File: src/rtl/nse_pkg.sv
// Shared widths, pipeline payload types and bit-vector helpers of the subset enumerator.
// No dependencies.
package nse_pkg;

    localparam int DATA_W   = 32;
    localparam int CNT_W    = 6;
    localparam int SHIFT_W  = 5;
    localparam int MAX_SIZE = 32;

    localparam logic [CNT_W-1:0] SET_SIZE_RST = CNT_W'(MAX_SIZE);

    // Subset left-aligned so that the top used bit sits at the top of the word.
    typedef struct packed {
        logic [DATA_W-1:0] w;
        logic [CNT_W-1:0]  n;
        logic              zero;
    } s1_t;

    typedef struct packed {
        logic [DATA_W-1:0] y;
        logic [DATA_W-1:0] run;
        logic [CNT_W-1:0]  n;
        logic              zero;
    } s2_t;

    typedef struct packed {
        logic [DATA_W-1:0] y;
        logic [DATA_W-1:0] h;
        logic [CNT_W-1:0]  t;
        logic [CNT_W-1:0]  n;
        logic              zero;
        logic              found;
    } s3_t;

    typedef struct packed {
        logic [DATA_W-1:0] ra;
        logic [DATA_W-1:0] nf;
        logic [CNT_W-1:0]  n;
        logic              zero;
        logic              found;
    } s4_t;

    // Every bit at or below the highest set bit becomes one.
    function automatic logic [DATA_W-1:0] smear_down(input logic [DATA_W-1:0] x);
        logic [DATA_W-1:0] s;
        s = x;
        s = s | (s >> 1);
        s = s | (s >> 2);
        s = s | (s >> 4);
        s = s | (s >> 8);
        s = s | (s >> 16);
        return s;
    endfunction

    function automatic logic [CNT_W-1:0] pop32(input logic [DATA_W-1:0] x);
        logic [1:0] a [16];
        logic [2:0] b [8];
        logic [3:0] c [4];
        logic [4:0] d [2];
        for (int i = 0; i < 16; i++) a[i] = {1'b0, x[2*i]} + {1'b0, x[2*i+1]};
        for (int i = 0; i < 8; i++)  b[i] = {1'b0, a[2*i]} + {1'b0, a[2*i+1]};
        for (int i = 0; i < 4; i++)  c[i] = {1'b0, b[2*i]} + {1'b0, b[2*i+1]};
        for (int i = 0; i < 2; i++)  d[i] = {1'b0, c[2*i]} + {1'b0, c[2*i+1]};
        return {1'b0, d[0]} + {1'b0, d[1]};
    endfunction

endpackage

File: src/rtl/nse_align.sv
// First pipeline stage: clamps the width in use and left-aligns the subset.
// Depends on nse_pkg.
module nse_align import nse_pkg::*; (
    input  logic              aclk,
    input  logic              aresetn,
    input  logic [CNT_W-1:0]  set_size,
    input  logic              in_valid,
    output logic              in_ready,
    input  logic [DATA_W-1:0] in_set,
    output logic              out_valid,
    input  logic              out_ready,
    output s1_t               out_data
);

    logic             vld_reg;
    s1_t              data_reg;
    s1_t              data_next;
    logic [CNT_W-1:0] n;
    logic [CNT_W-1:0] sh;

    assign in_ready = !vld_reg || out_ready;

    always_comb begin
        n  = (set_size > CNT_W'(MAX_SIZE)) ? CNT_W'(MAX_SIZE) : set_size;
        sh = CNT_W'(DATA_W) - n;
        data_next.n    = n;
        data_next.zero = (n == '0);
        // Shifting up by the unused width also drops every bit above the width.
        data_next.w    = data_next.zero ? '0 : (in_set << sh[SHIFT_W-1:0]);
    end

    always_ff @(posedge aclk) begin
        if (!aresetn) begin
            vld_reg <= 1'b0;
        end else if (in_ready) begin
            vld_reg <= in_valid;
        end
    end

    always_ff @(posedge aclk) begin
        if (in_ready && in_valid) begin
            data_reg <= data_next;
        end
    end

    assign out_valid = vld_reg;
    assign out_data  = data_reg;

endmodule

File: src/rtl/nse_scan.sv
// Second and third pipeline stages: strip the top run of ones, then isolate the
// highest remaining one and count the run. Depends on nse_pkg.
module nse_scan import nse_pkg::*; (
    input  logic aclk,
    input  logic aresetn,
    input  logic in_valid,
    output logic in_ready,
    input  s1_t  in_data,
    output logic out_valid,
    input  logic out_ready,
    output s3_t  out_data
);

    logic vld2_reg;
    s2_t  data2_reg;
    s2_t  data2_next;
    logic ready2;
    logic vld3_reg;
    s3_t  data3_reg;
    s3_t  data3_next;
    logic ready3;
    logic [DATA_W-1:0] below;

    assign ready3   = !vld3_reg || out_ready;
    assign ready2   = !vld2_reg || ready3;
    assign in_ready = ready2;

    always_comb begin
        // Everything at or below the highest zero; the rest is the top run.
        below           = smear_down(~in_data.w);
        data2_next.y    = in_data.w & below;
        data2_next.run  = ~below;
        data2_next.n    = in_data.n;
        data2_next.zero = in_data.zero;
    end

    always_comb begin
        data3_next.y     = data2_reg.y;
        data3_next.h     = data2_reg.y & ~(smear_down(data2_reg.y) >> 1);
        data3_next.t     = pop32(data2_reg.run);
        data3_next.n     = data2_reg.n;
        data3_next.zero  = data2_reg.zero;
        data3_next.found = |data2_reg.y;
    end

    always_ff @(posedge aclk) begin
        if (!aresetn) begin
            vld2_reg <= 1'b0;
            vld3_reg <= 1'b0;
        end else begin
            if (ready2) begin
                vld2_reg <= in_valid;
            end
            if (ready3) begin
                vld3_reg <= vld2_reg;
            end
        end
    end

    always_ff @(posedge aclk) begin
        if (ready2 && in_valid) begin
            data2_reg <= data2_next;
        end
        if (ready3 && vld2_reg) begin
            data3_reg <= data3_next;
        end
    end

    assign out_valid = vld3_reg;
    assign out_data  = data3_reg;

endmodule

File: src/rtl/nse_form.sv
// Fourth and fifth pipeline stages: build the next subset in aligned form, then
// shift it back down and pick the case. Depends on nse_pkg.
module nse_form import nse_pkg::*; (
    input  logic              aclk,
    input  logic              aresetn,
    input  logic              in_valid,
    output logic              in_ready,
    input  s3_t               in_data,
    output logic              out_valid,
    input  logic              out_ready,
    output logic [DATA_W-1:0] out_set
);

    logic              vld4_reg;
    s4_t               data4_reg;
    s4_t               data4_next;
    logic              ready4;
    logic              vld5_reg;
    logic [DATA_W-1:0] set5_reg;
    logic [DATA_W-1:0] set5_next;
    logic              ready5;
    logic [CNT_W:0]    amt;
    logic [DATA_W:0]   hi;
    logic [DATA_W:0]   lo;
    logic [DATA_W:0]   blk;
    logic [CNT_W:0]    t1;
    logic [CNT_W-1:0]  k;
    logic [CNT_W-1:0]  sh;

    assign ready5   = !vld5_reg || out_ready;
    assign ready4   = !vld4_reg || ready5;
    assign in_ready = ready4;

    always_comb begin
        // The one at h is cleared and t+1 ones are laid just above it.
        amt = {1'b0, in_data.t} + (CNT_W+1)'(2);
        hi  = {1'b0, in_data.h} << amt;
        lo  = {in_data.h, 1'b0};
        blk = hi - lo;
        data4_next.ra = (in_data.y & (in_data.h - DATA_W'(1))) | blk[DATA_W-1:0];
        // With no one below the top run, the next size starts at the bottom.
        t1  = {1'b0, in_data.t} + (CNT_W+1)'(1);
        k   = (t1 > {1'b0, in_data.n}) ? in_data.n : t1[CNT_W-1:0];
        data4_next.nf    = (k == CNT_W'(DATA_W)) ? '1
                                                 : ((DATA_W'(1) << k[SHIFT_W-1:0]) - DATA_W'(1));
        data4_next.n     = in_data.n;
        data4_next.zero  = in_data.zero;
        data4_next.found = in_data.found;
    end

    always_comb begin
        sh = CNT_W'(DATA_W) - data4_reg.n;
        priority if (data4_reg.zero) begin
            set5_next = '0;
        end else if (data4_reg.found) begin
            set5_next = data4_reg.ra >> sh[SHIFT_W-1:0];
        end else begin
            set5_next = data4_reg.nf;
        end
    end

    always_ff @(posedge aclk) begin
        if (!aresetn) begin
            vld4_reg <= 1'b0;
            vld5_reg <= 1'b0;
        end else begin
            if (ready4) begin
                vld4_reg <= in_valid;
            end
            if (ready5) begin
                vld5_reg <= vld4_reg;
            end
        end
    end

    always_ff @(posedge aclk) begin
        if (ready4 && in_valid) begin
            data4_reg <= data4_next;
        end
        if (ready5 && vld4_reg) begin
            set5_reg <= set5_next;
        end
    end

    assign out_valid = vld5_reg;
    assign out_set   = set5_reg;

endmodule

File: src/rtl/nse_count.sv
// Last pipeline stage: counts the ones of the next subset into the output register.
// Depends on nse_pkg.
module nse_count import nse_pkg::*; (
    input  logic              aclk,
    input  logic              aresetn,
    input  logic              in_valid,
    output logic              in_ready,
    input  logic [DATA_W-1:0] in_set,
    output logic              m_valid,
    input  logic              m_ready,
    output logic [DATA_W-1:0] m_next_set,
    output logic [CNT_W-1:0]  m_ones_count
);

    logic              vld_reg;
    logic [DATA_W-1:0] set_reg;
    logic [CNT_W-1:0]  cnt_reg;

    assign in_ready = !vld_reg || m_ready;

    always_ff @(posedge aclk) begin
        if (!aresetn) begin
            vld_reg <= 1'b0;
        end else if (in_ready) begin
            vld_reg <= in_valid;
        end
    end

    always_ff @(posedge aclk) begin
        if (in_ready && in_valid) begin
            set_reg <= in_set;
            cnt_reg <= pop32(in_set);
        end
    end

    assign m_valid      = vld_reg;
    assign m_next_set   = set_reg;
    assign m_ones_count = cnt_reg;

endmodule

File: src/rtl/next_subset_enumerator.sv
// Subset enumerator: each item on the s_ side is a subset of the low set_size
// elements, and the matching m_ item is the subset that follows it in size-major
// order together with its count of ones. The block is a six-stage pipeline that
// takes one item every cycle while the m_ side does not stall; each stage holds
// its item until the next stage frees, so a stall fills the gaps before it stops
// the input. set_size is written through cfg_wr_en and cfg_wr_data and is read
// as an item enters, so it should only change while no item is in flight.
module next_subset_enumerator import nse_pkg::*; (
    input  logic              aclk,
    input  logic              aresetn,
    input  logic              cfg_wr_en,
    input  logic [CNT_W-1:0]  cfg_wr_data,
    input  logic              s_valid,
    output logic              s_ready,
    input  logic [DATA_W-1:0] s_current_set,
    output logic              m_valid,
    input  logic              m_ready,
    output logic [DATA_W-1:0] m_next_set,
    output logic [CNT_W-1:0]  m_ones_count
);

    logic [CNT_W-1:0]  set_size_reg;
    logic              a_valid;
    logic              a_ready;
    s1_t               a_data;
    logic              b_valid;
    logic              b_ready;
    s3_t               b_data;
    logic              c_valid;
    logic              c_ready;
    logic [DATA_W-1:0] c_set;

    always_ff @(posedge aclk) begin
        if (!aresetn) begin
            set_size_reg <= SET_SIZE_RST;
        end else if (cfg_wr_en) begin
            set_size_reg <= cfg_wr_data;
        end
    end

    nse_align u_align (
        .aclk      (aclk),
        .aresetn   (aresetn),
        .set_size  (set_size_reg),
        .in_valid  (s_valid),
        .in_ready  (s_ready),
        .in_set    (s_current_set),
        .out_valid (a_valid),
        .out_ready (a_ready),
        .out_data  (a_data)
    );

    nse_scan u_scan (
        .aclk      (aclk),
        .aresetn   (aresetn),
        .in_valid  (a_valid),
        .in_ready  (a_ready),
        .in_data   (a_data),
        .out_valid (b_valid),
        .out_ready (b_ready),
        .out_data  (b_data)
    );

    nse_form u_form (
        .aclk      (aclk),
        .aresetn   (aresetn),
        .in_valid  (b_valid),
        .in_ready  (b_ready),
        .in_data   (b_data),
        .out_valid (c_valid),
        .out_ready (c_ready),
        .out_set   (c_set)
    );

    nse_count u_count (
        .aclk         (aclk),
        .aresetn      (aresetn),
        .in_valid     (c_valid),
        .in_ready     (c_ready),
        .in_set       (c_set),
        .m_valid      (m_valid),
        .m_ready      (m_ready),
        .m_next_set   (m_next_set),
        .m_ones_count (m_ones_count)
    );

endmodule

File: config.mk
export PLATFORM = sky130hd
export DESIGN_NAME = next_subset_enumerator
export DESIGN_NICKNAME = d
export VERILOG_FILES = /design/src/rtl/nse_pkg.sv /design/src/rtl/nse_align.sv /design/src/rtl/nse_scan.sv /design/src/rtl/nse_form.sv /design/src/rtl/nse_count.sv /design/src/rtl/next_subset_enumerator.sv
export SDC_FILE = /design/constraint.sdc
export NUM_CORES = 1
export LEC_CHECK = 0
export BUFFER_PORTS_ARGS = -buffer_cell sky130_fd_sc_hd__buf_4
export CAP_MARGIN = 20
export CORE_ASPECT_RATIO = 0.9
export CORE_UTILIZATION = 51
export CTS_BUF_LIST = sky130_fd_sc_hd__clkbuf_8 sky130_fd_sc_hd__clkbuf_16
export CTS_CLUSTER_DIAMETER = 60
export DETAILED_ROUTE_END_ITERATION = 10
export HOLD_SLACK_MARGIN = 0.12
export PLACE_DENSITY = 0.68
export SLEW_MARGIN = 20
export SYNTH_ARGS = -nofsm -noshare
export SYNTH_HDL_FRONTEND = slang
export SYNTH_SLANG_ARGS = --single-unit
File: constraint.sdc
create_clock -name aclk -period 11.31 [get_ports aclk]
set_clock_uncertainty 0.15 [all_clocks]
set_input_delay 0.5655 -clock aclk [delete_from_list [all_inputs] [get_ports aclk]]
set_output_delay 0.5655 -clock aclk [all_outputs]
set_load 0.02 [all_outputs]
==> run_results.csv <==
group,metric,value,unit
yosys,ys_seq_area_frac,0.474,
timing,relSlewSlack,0.288,
critical_path,critical_path_class,"reg -> reg",
timing,setup_viol,0,
clock_network,cts.clk_slew.worst_paths,0.06,ns
critical_path,reg2reg_from,"u_scan.out_data[9]$_DFFE_PP_",
timing,fmax,166,MHz
drt,routedWlPerCell,20.0,um
critical_path,reg2reg_to,"u_form.data4_reg[68]$_DFFE_PP_",
global_routing,grt_pass1_wl,80900,um
yosys,synth-edff-count,325,
finish,area_growth,11.5,%
clock_network,cts-root-buf,"clkbuf_16",
clock_network,clk_latency,0.55,ns
clock_network,cts_tree,"done",
placement,hpwl,40500,um
clock_network,cts_setup_buffers,0,
yosys,netlist_instances,2001,
floorplanning,coreArea,40700,sq um
drt,drc,0,
critical_path,start_kind,"flop",
drt,drt-total-wl,52300,um
finish,antenna_cells,0,
timing,hold_violations,0,
drt,firstDrtPassIters,6,
timing,rsz0062_at_grt,"no",
finish,largest_reg_flops,75,
critical_path,required,11.46,ns
finish,final_cell_mix,"325 x edfxtp_1, 188 x nand2_1, 184 x nor2_1, 154 x inv_1, 146 x mux2i_1",
min_path,hold_depth,3,
critical_path,crit_chain,"buf_4 -> ha_1 -> xor2_1 -> nor2_1 -> a22oi_1 -> buf_4 -> inv_1 -> nand2_1 -> nor2_1 -> nand2_1 -> inv_1 -> ha_1 -> nor2b_1 -> o31ai_1 -> a2111oi_0 -> o311ai_0 -> a2111oi_0 -> o31a_1 -> or3_1 -> a22o_1",
global_routing,grt_max_degree,76,
critical_path,worst-r2r-cell-count,20,
clock_network,cts_buffer_depth,3,
global_routing,gr-total-overflow,0,
yosys,synth_area,21100,sq um
floorplanning,initial_core_util,0.518,
outcome,outcome,"complete, no violations",
timing,min_period_over_period,0.533,
yosys,syn_area_per_cell,10.5,sq um
finish,regArea,10000,sq um
timing,tns,0,ns
yosys,yosys-top-cells-area,"edfxtp_1 46%, mux2i_1 6.9%, fa_1 4.7%",
drt,ant_nets,0,
timing,holdWs,0.145,ns
floorplanning,dieArea,42200,sq um
drt,viasPerCell,5.84,
timing,fin_crit,6.03,ns
placement,placed_cells,2550,
yosys,synth_nets,2149,
power_and_ir_drop,powerDensity,198,nW/um^2
finish,layout_commonest_cell,"edfxtp_1",
critical_path,cpPeakStageDelay,0.68,ns
critical_path,crit_path_start,"u_scan.out_data[9]$_DFFE_PP_",
yosys,ys_seq_elements,337,
floorplanning,die_h,195,um
clock_network,cts_buffers,38,
drt,via_count,15300,
yosys,yosysTopAreaCell,"edfxtp_1",
critical_path,critPathSlowestCell,"o311ai_0",
yosys,synthArstFlopShare,0,
yosys,ys.flop_type,"edfxtp_1",
finish,fin_nets,2203,
run,cap_violations,0,
min_path,hold_start,"cfg_wr_data[1]",
critical_path,crit_fanout,60,
drt,drt_iter0_markers,1358,
global_routing,first_global_vias,14700,
clock_network,hold_buffers,4,
critical_path,cp-end-kind,"flop",
placement,gp_congestion,0.958,
timing,drv_slew,0,
min_path,hold_path_end,"set_size_reg[1]$_SDFFE_PN0P_",
floorplanning,die_w,216,um
finish,fill_cells,3440,
finish,final_cells,2617,
global_routing,grtUsageTotal,0.248,
clock_network,htree_levels,2,
finish,drive_above_1_share,0.105,
global_routing,antenna_found_initial,0,
placement,port_buffers,82,
floorplanning,pin_count,83,
finish,multi_input_area,10300,sq um
power_and_ir_drop,peakVddDrop,138,uV
critical_path,reg2reg_slack,5.28,ns
critical_path,crit_arrival,6.18,ns
timing,worstMarginPinSlew,1.07,ns
floorplanning,rows,70,
min_path,hold_class,"in -> reg",
power_and_ir_drop,leakagePower,0.00915,uW
clock_network,cts_sinks,337,
yosys,netlist-cell-type-count,79,
clock_network,cts_resized,0,
yosys,yosys_warnings,0,
finish,fin_util,0.577,
yosys,synth_top_area_frac,0.463,
## logic make-up (layout without fill, tap and decap cells)
family | Yosys count | in the layout | share of synthesized area
adder cells (fa/ha/maj) | 105 | 105 | 0.0797
AND/OR/NAND/NOR | 648 | 648 | 0.150
AO/OA/AOI/OAI | 417 | 417 | 0.127
flip-flops | 337 | 337 | 0.474
multiplexers | 181 | 181 | 0.0965
XOR/XNOR | 69 | 69 | 0.0287
buffers and inverters | 244 | 320 | 0.0435
## power breakdown
part	total (uW)	switching, uW	internal, uW
sequential	1580	54.8	1530
clock	1140	476	667
combinational	1920	1180	742
## metrics by stage
step | setup slack, ns | cell area, sq um | total power, uW
final | 5.28 | 23500 | 4650
after global routing | 4.79 | 23500 | 4940
after CTS | 5.24 | 23500 | 4650
after detailed placement | 5.30 | 22300 | 3490
after global placement | 5.48 | 22300 | 3480
after floorplan | 4.39 | 21100 | 3040
## worst max-delay path by stage
stage,endpoint,slack [ns],cells past startpoint
floorplan,u_scan.data2_reg[0]$_DFFE_PP_,4.39,4
global placement,u_form.data4_reg[68]$_DFFE_PP_,5.48,20
detailed placement,u_form.data4_reg[22]$_SDFFCE_PN1P_,5.30,17
CTS,u_form.data4_reg[22]$_SDFFCE_PN1P_,5.24,16
global route,u_form.data4_reg[22]$_SDFFCE_PN1P_,4.79,16
finish,u_form.data4_reg[68]$_DFFE_PP_,5.28,20
## per-layer routing
| layer | GRT usage | vias up | wire [um] |
|---|---|---|---|
| met5 | 0 | - | 0 |
| met4 | 0.0767 | 0 | 1220 |
| met3 | 0.0432 | 69 | 3270 |
| met2 | 0.396 | 433 | 24200 |
| met1 | 0.345 | 7361 | 23600 |
| li1 | - | 7413 | - |
## critical path, delay by kind of cell (launching register included)
kind	cells	cell delay [ns]
AOI/OAI and AO/OA	7	2.61
xor gates and xnor gates	1	0.18
adders and majority gates	2	0.71
buffers and inverters	4	0.91
DFF	1	0.32
and+or+nand+nor	6	0.90
## cell type report
type | instances | area share
inverter | 150 | 0.0239
timing repair buffer | 108 | 0.0358
tap | 540 | 0.0287
sequential | 337 | 0.425
multi-input combinational | 1420 | 0.438
clock buffer | 39 | 0.0415
clock inverter | 23 | 0.00708
## Yosys cell counts (19+ instances only)
library cell and count:
nor2b_1 56, and2_1 34, o21ai_0 83, nor2_1 184
o22ai_1 25, xnor2_1 45, a21oi_1 121, fa_1 49
mux2i_1 146, clkbuf_1 81, xor2_1 24, nor3_1 40
nand2_1 188, nand3_1 34, edfxtp_1 325, inv_1 149
ha_1 56, a211oi_1 33, mux2_2 19
No activity file was read; power rests on OpenSTA's default activity.
